===== config.mk =====
export PLATFORM = sky130hd
export DESIGN_NAME = gn2_hash
export DESIGN_NICKNAME = d
export VERILOG_FILES = /design/src/sv/gn2_pkg.sv /design/src/sv/gn2_hash.sv
export SDC_FILE = /design/constraint.sdc
export NUM_CORES = 2
export LEC_CHECK = 0
export BUFFER_PORTS_ARGS = -buffer_cell sky130_fd_sc_hd__buf_2
export CORE_UTILIZATION = 66
export CTS_BUF_LIST = sky130_fd_sc_hd__clkbuf_16
export DETAILED_ROUTE_END_ITERATION = 6
export PLACE_DENSITY = 0.84
export SLEW_MARGIN = 20
export SYNTH_ARGS = -nofsm -noshare
export SYNTH_HDL_FRONTEND = slang
export SYNTH_SLANG_ARGS = --single-unit

===== constraint.sdc =====
create_clock -name clock -period 9.99 [get_ports clock]
set_input_delay 1.998 -clock clock [delete_from_list [all_inputs] [get_ports clock]]
set_output_delay 1.998 -clock clock [all_outputs]
set_load 0.01 [all_outputs]

===== src/sv/gn2_pkg.sv =====
// ----------------------------------------------------------------------------
// gn2_pkg
// Shared constants and helper functions for the 2D gradient-noise sampler.
// ----------------------------------------------------------------------------
package gn2_pkg;

   localparam logic [31:0] MIX_K0 = 32'd3284157443;
   localparam logic [31:0] MIX_K1 = 32'd1911520717;
   localparam logic [31:0] MIX_K2 = 32'd2048419325;

   localparam longint unsigned PI_HALF_Q30 = 64'd1686629713;

   // (2n)(2n+1) for n = 1..7
   localparam longint unsigned TAYLOR_DIV [7] = '{
      64'd6, 64'd20, 64'd42, 64'd72, 64'd110, 64'd156, 64'd210
   };

   localparam int NOISE_W   = 17;
   localparam int GRAD_W    = 16;
   localparam int SINE_W    = 15;
   localparam int OUT_MIN   = -65536;
   localparam int OUT_MAX   = 65535;

   function automatic logic [31:0] rot16(input logic [31:0] v);
      return {v[15:0], v[31:16]};
   endfunction

   // Quarter-wave sine sample k of 2^(ab-2) steps, Q15, Taylor series to t^15.
   // Only evaluated at elaboration to fill the gradient table.
   function automatic logic [SINE_W-1:0] quarter_sine(input int unsigned k,
                                                       input int unsigned ab);
      longint unsigned t;
      longint unsigned t2;
      longint unsigned term;
      longint          sum;
      longint          r;
      t    = (longint'(k) * PI_HALF_Q30) >> (ab - 2);
      t2   = (t * t) >> 30;
      term = t;
      sum  = longint'(t);
      for (int n = 0; n < 7; n++) begin
         term = ((term * t2) >> 30) / TAYLOR_DIV[n];
         if (n % 2 == 0) begin
            sum = sum - longint'(term);
         end else begin
            sum = sum + longint'(term);
         end
      end
      if (sum < 0) begin
         sum = 0;
      end
      r = (sum + 64'sd16384) >>> 15;
      if (r > 32767) begin
         r = 32767;
      end
      return SINE_W'(r);
   endfunction

endpackage


===== src/sv/gn2_hash.sv =====
// ----------------------------------------------------------------------------
// gn2_hash
// Three-stage corner hash: multiply, rotate-by-16 and xor, one multiply a stage.
// ----------------------------------------------------------------------------
module gn2_hash
   import gn2_pkg::*;
(
   input  logic        clock,
   input  logic        en,
   input  logic [31:0] cx,
   input  logic [31:0] cy,
   output logic [31:0] hash
);

   logic [31:0] a_ff, a_in;
   logic [31:0] cy_ff;
   logic [31:0] b_ff, b_in;
   logic [31:0] a2_ff;
   logic [31:0] h_ff, h_in;

   assign a_in = cx * MIX_K0;
   assign b_in = (cy_ff ^ rot16(a_ff)) * MIX_K1;
   assign h_in = (a2_ff ^ rot16(b_ff)) * MIX_K2;

   always_ff @(posedge clock) begin
      if (en) begin
         a_ff  <= a_in;
         cy_ff <= cy;
         b_ff  <= b_in;
         a2_ff <= a_ff;
         h_ff  <= h_in;
      end
   end

   assign hash = h_ff;

endmodule


After elaboration in Yosys (flattened, before gate mapping):

Index checks and enable logic that the tools add are counted.
Widths: inputs -> output; s select.

* register bits: 160
* output and inout bits: 32
* memories: 0
* logic and storage cells: 10
* bits of input ports: 66
* ROM bits: 0
* RAM bits: 0
* bits in latches: 0

* mux-type cells: 0
* add/subtract/negate cells: 0
* bitwise logic cells: 2
* multiply operators: 3
* shift-type cells: 0
* $lt $le $gt $ge: 0
* equality and inequality tests: 0
* divide/modulo/power cells: 0
* reduce and logical (&&, ||, !) cells: 0

Operators by type and width (count)
* $mul 32x31->32 const B: 3
* $xor 32x32->32: 2

Logic depth before layout (Yosys ltp):

* depth after elaboration: 2
* mapped depth: 27
* mapped depth without buffers: 27

Worst setup path after synthesis:

Ideal clock, no wire load.

* path type: reg-to-reg
* from: register b_ff[30]
* to: register h_ff[31], in the netlist hash[31] (data pin)
* data arrival time: 6.916 ns
* path slack: 2.812 ns
* setup time: 0.262 ns
* clock period less this slack: 7.178 ns
* stages on the path, launching flop included: 28
* path buffers: 1
* cell sequence: edfxtp_1 xor2_1 inv_1 fa_1 inv_1 fa_1 fa_1 inv_1 fa_1 inv_1 fa_1 inv_1 fa_1 inv_1 fa_1 inv_1 fa_1 inv_1 ha_1 and3_1 clkbuf_1 a31oi_1 o21ai_1 a21oi_1 o2111ai_1 a311o_1 a21oi_1 xor2_1

* word-level cells in the longest chain between the ends: 2

RTL lines
* start: declaration: line gn2_hash.sv:17 `logic [31:0] b_ff, b_in;`
* start signal: assignment: line gn2_hash.sv:29 `b_ff <= b_in;`
* $xor 32x32->32: line gn2_hash.sv:23 `assign h_in = (a2_ff ^ rot16(b_ff)) * MIX_K2;`
* $mul 32x31->32: line gn2_hash.sv:23
* net h_in[31]: line gn2_hash.sv:19 `logic [31:0] h_ff, h_in;`
* end signal: assignment: line gn2_hash.sv:31 `h_ff <= h_in;`
* end: declaration: line gn2_hash.sv:19

The timed path passes the listed nets, and every way through them passes these cells.
A chain may end at the register's enable or synchronous reset.

Final worst setup path:

* from: register a_ff[29]
* to: register b_ff[30] (data pin)

* word-level cells in the longest chain between the ends: 2

RTL lines
* start: declaration: line gn2_hash.sv:15 `logic [31:0] a_ff, a_in;`
* start signal: assignment: line gn2_hash.sv:27 `a_ff <= a_in;`
* $xor 32x32->32: line gn2_hash.sv:22 `assign b_in = (cy_ff ^ rot16(a_ff)) * MIX_K1;`
* $mul 32x31->32: line gn2_hash.sv:22
* net b_in[30]: line gn2_hash.sv:17

The timed path passes the listed nets, and every way through them passes these cells.

==> results.py <==
metrics = {
    "sta": {
        "fmax_mhz": 125,
        "hold_viol": 0,
        "rsz0062_at_grt": "no",
        "skew_ns": 0.0112,
        "fin_ws_ns": 2.02,
        "relSlewSlack_pct": 29.0,
        "maxSlewViolCount": 0,
        "tightest_slew_ns": 1.06,
        "fin_crit_sh_pct": 79.8,
        "fin_setup_tns_ns": 0,
        "setup_viol": 0,
        "post-route-min-period_ns": 7.97,
    },
    "yosys": {
        "yosys_warnings": 0,
        "avgSynthCellArea_um2": 11.1,
        "synth_seq_cells": 160,
        "async_flop_share_pct": 0,
        "synth_edf_count": 160,
        "synth_nets": 3727,
        "synth_top_flop_cell": "edfxtp_1",
        "synth_area_um2": 29000,
        "synth_top_area_share_pct": 35.8,
        "synth_cell_types": 58,
        "netlist_instances": 2623,
        "yosysSeqAreaShare_pct": 16.6,
        "ys_top_cells_by_area": "fa_1 (36%), ha_1 (22%), edfxtp_1 (17%)",
        "synth_top_cell_by_area": "fa_1",
    },
    "drt": {
        "first_iter_violations": 914,
        "wl_mm": 71.8,
        "final_antenna_net_count": 0,
        "drc_errors": 0,
        "viasPerCell": 5.49,
        "routedWlPerCell_um": 21.5,
        "vias": 18300,
        "drtPass1Iterations": 5,
    },
    "grt": {
        "use_met2_pct": 60.9,
        "grt_util_all_layers_pct": 34.7,
        "busiest_layer": "met2",
        "first_global_vias": 20600,
        "overflow": 0,
        "grt.met3_usage_pct": 5.46,
        "grt_pass1_wl_mm": 112,
        "grt_antenna_before_repair": 3,
        "met1_usage_pct": 41.4,
        "grt_max_degree": 84,
    },
    "hold_path": {
        "min_path_type": "register to register",
        "min_from": "a_ff[20]$_DFFE_PP_",
    },
    "die": {
        "die_y_um": 212,
        "row_count": 76,
        "initial_utilization_pct": 67.2,
        "die_x_um": 212,
        "core_region_area_um2": 43200,
        "dieArea_um2": 44800,
        "ioPinCount": 98,
    },
    "clocking": {
        "cts_buffers": 17,
        "clockBufferDepth": 2,
        "htree_levels": 4,
        "post_cts_buffers": 0,
        "clock_latency_ns": 0.49,
        "cts_root_buf": "clkbuf_16",
        "clkSlewWorstSetupHoldPaths_ns": 0.08,
        "cts_sinks": 160,
        "cts-resized-gates": 0,
        "cts_tree": "built",
        "cts.hold.buffers_added": 0,
    },
    "outcome": {
        "status": "complete, no violations",
    },
    "final_layout": {
        "area_delta_synth_final_pct": 6.40,
        "antennaDiodeCount": 0,
        "final_area_um2": 30800,
        "final_nets": 3846,
        "drive_above_1_share_pct": 5.30,
        "fillers": 3173,
    },
    "critical_path": {
        "critPathMaxFanout": 7,
        "crit_path_start_kind": "register",
        "r2r-start": "a_ff[29]$_DFFE_PP_",
        "cp.required_ns": 10.22,
        "cp-startpoint": "a_ff[29]$_DFFE_PP_",
        "path_class": "register to register",
        "worst_setup_path_end_kind": "register",
        "worstPathArrival_ns": 8.20,
    },
    "place": {
        "gp_congestion": 1.05,
        "dpl.hpwl_mm": 64.4,
        "place_area_um2": 30300,
        "portBuffers": 97,
        "place_ws_ns": 2.11,
    },
    "job": {
        "cap_violations": 0,
    },
}
[worst max-delay path, cell delays in order, from the launching register on]
cell       delay, ns
edfxtp_1        0.40
xor2_1          0.80
inv_1           0.17
fa_1            0.63
inv_1           0.07
fa_1            0.50
inv_1           0.06
fa_1            0.56
fa_1            0.45
fa_1            0.55
inv_1           0.05
fa_1            0.45
fa_1            0.51
fa_1            0.41
ha_1            0.36
nand2_1         0.10
nand2_1         0.05
a211oi_1        0.32
a21oi_1         0.15
a31oi_1         0.27
a21oi_1         0.14
a2111oi_0       0.57
xnor2_1         0.12
[synth_stat cells, types with 2 or more instances]
| cell | n |
|---|---|
| a2111oi_0 | 4 |
| a211o_1 | 3 |
| a211oi_1 | 13 |
| a21boi_0 | 2 |
| a21o_1 | 33 |
| a21oi_1 | 59 |
| a31oi_1 | 12 |
| and2_1 | 7 |
| and3_1 | 10 |
| clkbuf_1 | 5 |
| edfxtp_1 | 160 |
| fa_1 | 518 |
| ha_1 | 520 |
| inv_1 | 794 |
| nand2_1 | 39 |
| nand2b_1 | 8 |
| nand3_1 | 16 |
| nand3b_1 | 2 |
| nand4_1 | 10 |
| nand4b_1 | 2 |
| nor2_1 | 59 |
| nor2b_1 | 6 |
| nor3_1 | 13 |
| nor3b_1 | 3 |
| nor4_1 | 3 |
| o211ai_1 | 6 |
| o21a_1 | 13 |
| o21ai_0 | 28 |
| o21ai_1 | 4 |
| o21bai_1 | 6 |
| o31a_1 | 2 |
| o31ai_1 | 2 |
| or2_1 | 2 |
| or2_2 | 5 |
| xnor2_1 | 144 |
| xor2_1 | 88 |
[path summary, 6_finish.rpt]
| path | endpoint | slack (ns) | cells after the start |
|---|---|---|---|
| worst max-delay path | b_ff[30]$_DFFE_PP_ | 2.02 | 22 |
| worst min-delay path | a2_ff[20]$_DFFE_PP_ | 0.48 | 0 |
| worst max register to register | b_ff[30]$_DFFE_PP_ | 2.02 | 22 |
| worst min register to register | a2_ff[20]$_DFFE_PP_ | 0.48 | 0 |
[logic make-up (layout without fill, tap and decap cells)]
group / after synthesis / count (layout) / share of synthesized area (%)
flops: 160 / 160 / 16.6
xor+xnor: 234 / 234 / 7.14
compound gates: 201 / 201 / 4.51
simple gates: 187 / 187 / 3.11
mux: 2 / 2 / 0.0734
fa+ha+maj: 1039 / 1039 / 58.2
buf+inv: 800 / 932 / 10.4
[stage by stage]
step / hold slack (ns) / instances / util (%)
CTS: 0.475 / 3340 / 71.5
floorplan: 0.447 / 2623 / -
global placement: 0.451 / 3308 / 70.1
detailed placement: 0.461 / 3308 / 70.1
global route: 0.488 / 3340 / 71.5
finish: 0.477 / 3340 / 71.5
[state kept, by name, indices dropped and copies added, names as in the netlist]
name,cells
hash,32
a_ff,32
b_ff,32
a2_ff,32
cy_ff,32
[final cells by class]
class	instances	area, um2	area share (%)
clock buffers	17	425	1.38
clock inverters	15	164	0.531
inverters	795	2980	9.67
multi-input cells	1663	21200	68.7
flip-flops and latches	160	4800	15.6
well taps	585	732	2.37
repair buffers	105	552	1.79
[layer usage]
| layer | vias up | routed length (um) |
|---|---|---|
| met5 | - | 13 |
| li1 | 8407 | - |
| met2 | 532 | 36400 |
| met1 | 9226 | 27900 |
| met3 | 177 | 3570 |
| met4 | 2 | 3890 |
[cell usage in the layout (no fill, tap or decap), types with 4 or more instances in the layout]
cell type and count:
a2111oi_0 4, a211oi_1 13, a21o_1 33, a21oi_1 59, a31oi_1 12, and2_1 7, and3_1 10, buf_2 96
buf_4 8, clkbuf_16 17, clkinv_8 4, edfxtp_1 160, fa_1 518, ha_1 520, inv_1 794, inv_6 4
inv_8 4, nand2_1 39, nand2b_1 8, nand3_1 16, nand4_1 10, nor2_1 59, nor2b_1 6, nor3_1 13
o211ai_1 6, o21a_1 13, o21ai_0 28, o21ai_1 4, o21bai_1 6, or2_2 5, xnor2_1 144, xor2_1 88
Power is not shown: default switching activity piles up to over one toggle a cycle in this logic, so the estimate is an artifact.
